<file path="src/sv/assert_macros.svh">
// Assertion macros shared by the RTL of the partitioned Bloom filter block.
// Depends on nothing; included by files that carry concurrent assertions.
`ifndef ASSERT_MACROS_SVH
`define ASSERT_MACROS_SVH

// Same-cycle implication, checked on every rising edge outside reset.
`define ASSERT_IMP(label, clk, rst, ante, cons) \
  label: assert property (@(posedge clk) disable iff (rst) (ante) |-> (cons)) \
    else $error("implication check failed");

// Next-cycle implication, checked on every rising edge outside reset.
`define ASSERT_NXT(label, clk, rst, ante, cons) \
  label: assert property (@(posedge clk) disable iff (rst) (ante) |=> (cons)) \
    else $error("next-cycle check failed");

`endif

</file>
<file path="src/sv/pbf_pkg.sv">
// Package for the partitioned Bloom filter: default sizes, field widths, reset values,
// register indexes, item codes and the remainder unit request/response types.
// Depends on nothing.
package pbf_pkg;

  // Default sizes of the filter store
  localparam int DEF_MAX_BITS   = 4096;
  localparam int DEF_MAX_REPS   = 8;
  localparam int DEF_MAX_HASHES = 16;

  // Results per item never exceed this count
  localparam int RESULT_CAP = 8;

  // Field widths
  localparam int HASH_W  = 64;
  localparam int HC_W    = 5;
  localparam int PC_W    = 16;
  localparam int FL_W    = 13;
  localparam int RC_W    = 4;
  localparam int RREP_W  = 3;
  localparam int RPOS_W  = 12;
  localparam int OFS_W   = 16;
  localparam int REPI_W  = 3;
  localparam int PADDR_W = 4;
  localparam int PDATA_W = 32;

  // Register reset values
  localparam logic [HC_W-1:0] HC_RST = 5'd3;
  localparam logic [PC_W-1:0] PC_RST = 16'd1;
  localparam logic [FL_W-1:0] FL_RST = 13'd4096;
  localparam logic [RC_W-1:0] RC_RST = 4'd1;

  // Register indexes (byte address is four times the index)
  typedef enum logic [1:0] {
    REG_HASH_COUNT,
    REG_PARTITION_COUNT,
    REG_FILTER_LENGTH,
    REG_REPETITION_COUNT
  } reg_idx_t;

  // Item kinds
  localparam logic KIND_INSERT = 1'b0;
  localparam logic KIND_READ   = 1'b1;

  // Remainder unit request: start pulse with operands
  typedef struct packed {
    logic              start;
    logic [HASH_W-1:0] dividend;
    logic [PC_W-1:0]   divisor;
  } mod_req_t;

  // Remainder unit response: done pulse with result
  typedef struct packed {
    logic            done;
    logic [PC_W-1:0] remainder;
  } mod_rsp_t;

endpackage

</file>
<file path="src/sv/pbf_mod_unit.sv">
// Shared remainder unit: 64-bit dividend modulo a 16-bit divisor, one
// quotient bit per cycle (restoring). Depends on pbf_pkg.
module pbf_mod_unit import pbf_pkg::*; (
  input  logic     clk,
  input  logic     rst,
  input  mod_req_t req,
  output mod_rsp_t rsp
);

  localparam int CNT_W = $clog2(HASH_W);

  logic [HASH_W-1:0] dvd;
  logic [PC_W-1:0]   dsr;
  logic [PC_W-1:0]   rem;
  logic [PC_W-1:0]   rem_next;
  logic [PC_W:0]     trial;
  logic [CNT_W-1:0]  cnt;
  logic              busy;
  logic              done;

  // Shift in the next dividend bit, subtract when it fits
  always_comb begin
    trial    = {rem, dvd[HASH_W-1]};
    rem_next = (trial >= {1'b0, dsr}) ? PC_W'(trial - {1'b0, dsr}) : PC_W'(trial);
  end

  // Load on start, then iterate over all dividend bits
  always_ff @(posedge clk) begin
    if (rst) begin
      busy <= 1'b0;
      done <= 1'b0;
      cnt  <= '0;
    end else begin
      done <= 1'b0;
      if (req.start) begin
        dvd  <= req.dividend;
        dsr  <= req.divisor;
        rem  <= '0;
        cnt  <= '0;
        busy <= 1'b1;
      end else if (busy) begin
        rem <= rem_next;
        dvd <= {dvd[HASH_W-2:0], 1'b0};
        cnt <= cnt + 1'b1;
        if (cnt == CNT_W'(HASH_W - 1)) begin
          busy <= 1'b0;
          done <= 1'b1;
        end
      end
    end
  end

  assign rsp.done      = done;
  assign rsp.remainder = rem;

endmodule

</file>
<file path="config.mk">
export PLATFORM = sky130hd
export DESIGN_NAME = pbf_mod_unit
export DESIGN_NICKNAME = d
export VERILOG_FILES = /design/src/sv/assert_macros.svh /design/src/sv/pbf_pkg.sv /design/src/sv/pbf_mod_unit.sv
export SDC_FILE = /design/constraint.sdc
export NUM_CORES = 1
export LEC_CHECK = 0
export ABC_AREA = 1
export BUFFER_PORTS_ARGS = -buffer_cell sky130_fd_sc_hd__clkbuf_2
export CORE_MARGIN = 2
export CORE_UTILIZATION = 35
export CTS_CLUSTER_DIAMETER = 30
export DETAILED_ROUTE_END_ITERATION = 10
export GPL_TIMING_DRIVEN = 0
export PLACE_DENSITY = 0.62
export SYNTH_ARGS = -nofsm -noshare
export SYNTH_HDL_FRONTEND = slang
export SYNTH_SLANG_ARGS = --single-unit
</file>
<file path="constraint.sdc">
create_clock -name clk -period 5.85 [get_ports clk]
set_input_delay 0.2925 -clock clk [delete_from_list [all_inputs] [get_ports clk]]
set_output_delay 0.2925 -clock clk [all_outputs]
set_load 0.01 [all_outputs]
</file>
==> impl_metrics.csv, run 1 <==
group,metric,value,unit
cells_and_area,postLayoutCellArea,6730,um2
global_routing,antenna_found_initial,1,
clock_network,root_buffer,"clkbuf_16",
worst_hold_path,worstHoldPathType,"in2reg",
status,status,"complete, no violations",
detailed_routing,drtAntennaViolNets,0,
logic_synthesis,ys_seq_elements,104,
timing,slew_violations,0,
cells_and_area,fillers,1570,
timing,period_minus_slack,2.16,ns
place,io_buffer_count,99,
worst_setup_path,cp-end-kind,"flop",
clock_network,clkTransAtPathRegs,0.08,ns
floorplanning,die_y,130,um
timing,slew_headroom,0.645,
cells_and_area,drive_above_1_share,0.202,
power,p_leak,3.31,nW
logic_synthesis,synth_top_area_cell,"edfxtp_1",
global_routing,grt_overflow,0,
worst_setup_path,critPathTopFamily,"simple AND/OR/NAND/NOR gates",
detailed_routing,drc_errors,0,
clock_network,cts_setup_buffers,0,
clock_network,cts_tree,"yes",
timing,fmax,464,MHz
floorplanning,dieArea,17000,um2
logic_synthesis,synthesis.instances,655,
detailed_routing,wl,12100,um
cells_and_area,final_common_cell,"nand2_1",
clock_network,insertion_delay,0.36,ns
worst_setup_path,crit_top_cell,"nand2_1",
logic_synthesis,synth_area_leaders,"edfxtp_1, nand2_1, inv_1",
timing,skew,0.00734,ns
power,p_seq_frac,0.479,
clock_network,cts_resized,0,
logic_synthesis,syn_area,5580,um2
place,dp_hpwl,9190,um
floorplanning,rows,46,
clock_network,clock_path_buffers,2,
logic_synthesis,synth_warnings,0,
clock_network,clock_sinks,104,
clock_network,holdBufCountCts,0,
worst_setup_path,worstPathBufferInverterCount,2,
logic_synthesis,ys_seq_area_frac,0.546,
worst_setup_path,ff2ff_path_depth,12,
cells_and_area,final_cells,991,
global_routing,gr-usage-all-layers,0.151,
logic_synthesis,syn_avg_cell_area,8.52,um2
worst_setup_path,critPathLaunchType,"flop",
timing,rsz0062_at_grt,"false",
place,placed_cells,974,
power,p_switching,0.557,mW
power,clkPwrFrac,0.327,
detailed_routing,drtIter0Drc,246,
timing,setup_viol_count_final,0,
power,power_density,279,nW/um2
clock_network,htreeDepth,3,
worst_setup_path,worstPathRequired,5.97,ns
power,ir_drop,151,uV
power,p_int,1.32,mW
cells_and_area,layout_common_cells,"nand2_1, clkbuf_2, edfxtp_1",
timing,period_share,0.369,
worst_setup_path,worst-setup-path-type,"reg2reg",
logic_synthesis,syn_nets,756,
worst_setup_path,crit_cells,12,
power,p_sw_frac,0.297,
cells_and_area,syn2layout_area_growth,20.7,%
detailed_routing,via_per_inst,4.36,
logic_synthesis,synth_top_area_share,0.517,
place,placed_area,6430,um2
worst_setup_path,cp.arrival,2.27,ns
detailed_routing,num_vias,4318,
timing,whs,0.108,ns
timing,hold_violations,0,
detailed_routing,drtPass1Iterations,4,
global_routing,grt_pass1_wl,19600,um
timing,tightest_slew,0.532,ns
floorplanning,io_pins,100,
global_routing,first_global_vias,4129,
global_routing,grt_max_degree,30,
place,routabilityCongestion,0.879,
worst_setup_path,cp_slowest_cell,"fa_1",
power,power,1.88,mW
cells_and_area,layout.nets,870,
worst_setup_path,cp_max_fo,4,
flow_run,maxCapViolCount,0,
worst_setup_path,max_stage_delay,0.47,ns
floorplanning,core_area,15700,um2
floorplanning,die_w,130,um
clock_network,cts_buffers,9,
floorplanning,initial_utilization,0.355,
worst_setup_path,path_cells,"inv_1 > ha_1 > inv_1 > fa_1 > nand3_1 > nand3_1 > nand2_1 > nand2_1 > xnor2_1 > nand2_1 > nand2_1 > nor2_1",
cells_and_area,post-route-util,0.428,
power,power_frac_comb,0.194,
worst_setup_path,rrSetupSlack,3.69,ns
detailed_routing,wl_per_cell,12.2,um
logic_synthesis,ys_types,32,
worst_hold_path,whs_path_depth,1,
==> per-stage QoR <==
step           TNS [ns]  setup slack, ns
2_1_floorplan         0            0.911
3_3_place_gp     -99.91            -1.24
3_5_place_dp          0             3.71
4_1_cts               0             3.69
5_1_grt               0             3.55
6_report              0             3.69
==> synthesized netlist by cell type (all sizes together) <==
cell type,instances
a21oi,14
a31oi,1
and2,2
buf,9
clkbuf,11
dfxtp,8
edfxtp,96
fa,1
ha,17
inv,80
nand2,310
nand3,32
nand4,5
nor2,52
nor3,4
nor4,1
o21a,1
o21ai,3
or2,1
xnor2,3
xor2,4
==> final timing paths <==
kind | startpoint | to
worst min-delay path | req[11] | dsr[11]
worst max-delay path | dvd[63] | rem[8]
worst max register to register | dvd[63] | rem[8]
worst min register to register | cnt[5] | cnt[5]
==> power groups by stage <==
stage | clock network (mW) | registers (mW) | logic, mW
2_1_floorplan | 0 | 0.920 | 0.249
3_3_place_gp | 0 | 0.923 | 0.355
3_5_place_dp | 0 | 0.915 | 0.366
4_1_cts | 0.633 | 0.899 | 0.368
5_1_grt | 0.658 | 0.904 | 0.417
6_report | 0.614 | 0.898 | 0.364
==> per-layer routing <==
layer | part of all wire | GRT usage | up-vias
met5 | 0 | 0 | -
met3 | 0.066 | 0.0398 | 21
met4 | 0.024 | 0.0651 | 0
met2 | 0.43 | 0.238 | 106
met1 | 0.48 | 0.195 | 1890
li1 | - | - | 2301
==> state kept, by name, summed over array words and instances, names as in the netlist <==
| register | cells |
|---|---|
| dvd | 64 |
| cnt | 6 |
| busy | 1 |
| done | 1 |
| rem | 16 |
| dsr | 16 |
==> cells by family after synthesis <==
| logic type | share of synthesized area |
|---|---|
| DFF | 0.546 |
| xor gates and xnor gates | 0.0110 |
| and+or+nand+nor | 0.308 |
| buffers and inverters | 0.0758 |
| adders and majority gates | 0.0417 |
| AOI/OAI and AO/OA | 0.0177 |
==> cell type report <==
cell class                      instances  area [um2]  area share
Timing Repair Buffer                  103         571      0.0848
Antenna cell                            1        2.50    0.000372
Clock buffer                            9         225      0.0335
Clock inverter                          7        71.3      0.0106
Sequential cell                       104        3040       0.452
Inverter                               80         300      0.0446
Multi-Input combinational cell        451        2130       0.316
Buffer                                 20         123      0.0182
Tap cell                              216         270      0.0401
Note: power is estimated with default switching activity, not from simulation.
==> inputs of run 2 (changes only) <==
--- a/config.mk
+++ b/config.mk
@@ -12,7 +12,7 @@
 export CTS_CLUSTER_DIAMETER = 30
 export DETAILED_ROUTE_END_ITERATION = 10
 export GPL_TIMING_DRIVEN = 0
-export PLACE_DENSITY = 0.62
+export PLACE_DENSITY = 0.64
 export SYNTH_ARGS = -nofsm -noshare
 export SYNTH_HDL_FRONTEND = slang
 export SYNTH_SLANG_ARGS = --single-unit
==> constraint.sdc (replaced) <==
create_clock -name clk -period 1.82 [get_ports clk]
set_input_delay 0.091 -clock clk [delete_from_list [all_inputs] [get_ports clk]]
set_output_delay 0.091 -clock clk [all_outputs]
set_load 0.01 [all_outputs]
==> run 2 against run 1 <==
- the run now ends with setup timing left
- critical endpoint is now rem[10]
- critical path depth is 1 higher
- sequential cell count stayed put
- via count is 9.1% higher
- sequential power grew to 3.2 times the previous value
- largest cell class unchanged
- clock power grew to 3.3 times the previous value
- fmax is 7.8% higher
- count of clock-buffer cells in the layout stayed put
- critical path type unchanged
- non-clock buffer count is 82 higher
- highest routed layer unchanged
- cell count is 8.2% higher
==> impl_metrics.csv, run 2 (synthesized netlist as in run 1, its figures left out) <==
group,metric,value,unit
power,clkPwrFrac,0.305,
floorplanning,initial_utilization,0.355,
clock_network,cts_buffers,9,
worst_hold_path,hold_end,"dvd[13]",
cells_and_area,largest_reg_flops,64,
timing,setup_viol_count_final,16,
timing,hold_violations,0,
detailed_routing,drtPass1Iterations,4,
clock_network,root_buffer,"clkbuf_16",
cells_and_area,regArea,3050,um2
cells_and_area,regMostFlops,"dvd",
detailed_routing,via_per_inst,4.39,
worst_hold_path,hold_start,"req[29]",
worst_setup_path,crit_top_cell,"nand2_1",
cells_and_area,syn2layout_area_growth,42.2,%
place,dpl_worst_slack,-0.238,ns
power,p_int,4.61,mW
global_routing,gr-usage-all-layers,0.164,
floorplanning,die_w,130,um
timing,whs,0.00232,ns
worst_setup_path,r2r_end,"rem[10]",
timing,period_share,1.10,
worst_setup_path,worstPathRequired,1.93,ns
status,violations,"setup timing",
worst_setup_path,cp-end-kind,"flop",
worst_setup_path,ff2ff_path_depth,13,
place,io_buffer_count,99,
floorplanning,die_y,130,um
clock_network,clock_sinks,104,
power,power_density,832,nW/um2
place,dp_hpwl,9200,um
timing,skew,0.0110,ns
worst_setup_path,rrSetupSlack,-0.18,ns
power,p_switching,1.98,mW
clock_network,clock_path_buffers,2,
cells_and_area,layout.nets,952,
cells_and_area,drive_above_1_share,0.293,
worst_setup_path,cp_max_fo,7,
cells_and_area,post-route-util,0.505,
floorplanning,core_area,15700,um2
power,power,6.59,mW
cells_and_area,postLayoutCellArea,7930,um2
global_routing,first_global_vias,4696,
power,p_leak,3.75,nW
detailed_routing,drtAntennaViolNets,0,
clock_network,insertion_delay,0.35,ns
worst_hold_path,worstHoldPathType,"in2reg",
global_routing,grt_max_degree,30,
cells_and_area,reg.largest.list,"dvd: 64 flops, dsr: 16 flops, rem: 16 flops",
worst_setup_path,cp_slowest_cell,"edfxtp_1",
floorplanning,dieArea,17000,um2
clock_network,clkTransAtPathRegs,0.09,ns
cells_and_area,final_cells,1072,
detailed_routing,wl_per_cell,12.3,um
power,p_sw_frac,0.300,
place,routabilityCongestion,0.873,
worst_setup_path,critPathTopFamily,"simple AND/OR/NAND/NOR gates",
floorplanning,rows,46,
floorplanning,io_pins,100,
power,power_frac_comb,0.257,
worst_setup_path,max_stage_delay,0.40,ns
global_routing,grt_overflow,0,
worst_setup_path,r2r-start,"rem[1]",
global_routing,grt_pass1_wl,21800,um
worst_setup_path,critPathLaunchType,"flop",
cells_and_area,fillers,1497,
cells_and_area,multi_input_comb_area,2480,um2
timing,slew_violations,0,
worst_setup_path,worst-setup-path-type,"reg2reg",
worst_setup_path,worstPathBufferInverterCount,2,
worst_setup_path,cp.arrival,2.11,ns
timing,tightest_slew,0.586,ns
timing,rsz0062_at_grt,"true",
detailed_routing,drc_errors,0,
power,p_seq_frac,0.438,
timing,layout_setup_ws,-0.181,ns
cells_and_area,antenna_cells,0,
timing,tns,-2.61,ns
power,ir_drop,520,uV
worst_hold_path,whs_path_depth,3,
clock_network,cts_tree,"yes",
flow_run,maxCapViolCount,0,
cells_and_area,layout_common_cells,"nand2_1, clkbuf_2, edfxtp_1",
global_routing,antenna_found_initial,0,
detailed_routing,wl,13200,um
timing,period_minus_slack,2.00,ns
timing,fmax,500,MHz
detailed_routing,drtIter0Drc,183,
cells_and_area,final_common_cell,"nand2_1",
place,placed_cells,974,
clock_network,htreeDepth,3,
timing,slew_headroom,0.609,
detailed_routing,num_vias,4711,
place,placed_area,6620,um2
worst_setup_path,path_cells,"ha_1 > buf_6 > nand2_2 > nand2_1 > nand2_1 > nand2_1 > nand2_2 > nand3_4 > nand2_8 > nand2_8 > clkbuf_16 > nor2_2 > nor2_1",
status,status,"finished, violations left",
-- run 2: repair_timing --
| action | 4_1_cts | 5_1_grt |
|---|---|---|
| gates resized for setup | 24 | 39 |
| pin swaps | 13 | 30 |
| hold buffers | 44 | 0 |
| gates cloned | 0 | 2 |
| hold endpoints to repair | 44 | 0 |
| setup endpoints to repair | 44 | 16 |
| setup buffers | 20 | 16 |
-- run 2: worst max path at each step --
stage	startpoint	end	cells after the start
6_report	rem[1]	rem[10]	13
5_1_grt	rem[12]	rem[14]	11
4_1_cts	rem[13]	rem[10]	10
3_5_place_dp	rem[13]	rem[14]	10
3_3_place_gp	req[80]	dvd[49]	3
2_1_floorplan	busy	dvd[0]	2
-- run 2: per-layer routing --
layer | routed length [um] | GRT usage | vias to the layer above
met5 | 0 | 0 | -
met4 | 175 | 0.0361 | 0
met3 | 569 | 0.0422 | 19
met2 | 6490 | 0.284 | 101
met1 | 5990 | 0.207 | 2134
li1 | - | - | 2457
-- run 2: cell type report --
cell class | instances | share of cell area
plain buffers | 20 | 0.0189
well taps | 216 | 0.0341
clock buffers | 9 | 0.0284
repair buffers | 185 | 0.171
flip-flops and latches | 104 | 0.384
inverters | 80 | 0.0385
multi-input cells | 451 | 0.313
clock inverters | 7 | 0.0114
-- run 2: power by group through the flow --
stage	clock network, mW	registers [mW]	logic (mW)
finish	2.01	2.89	1.70
global route	2.16	2.91	1.90
CTS	2.06	2.89	1.49
floorplan	0	2.96	0.869
global placement	0	2.96	1.22
detailed placement	0	2.95	1.27
-- run 2: worst register-to-register path, stage by stage, from the launching register on --
cell and delay [ns]:
edfxtp_1 0.40, ha_1 0.32, buf_6 0.14, nand2_2 0.06, nand2_1 0.04, nand2_1 0.07
nand2_1 0.07, nand2_2 0.09, nand3_4 0.11, nand2_8 0.11, nand2_8 0.08, clkbuf_16 0.17
nor2_2 0.07, nor2_1 0.04
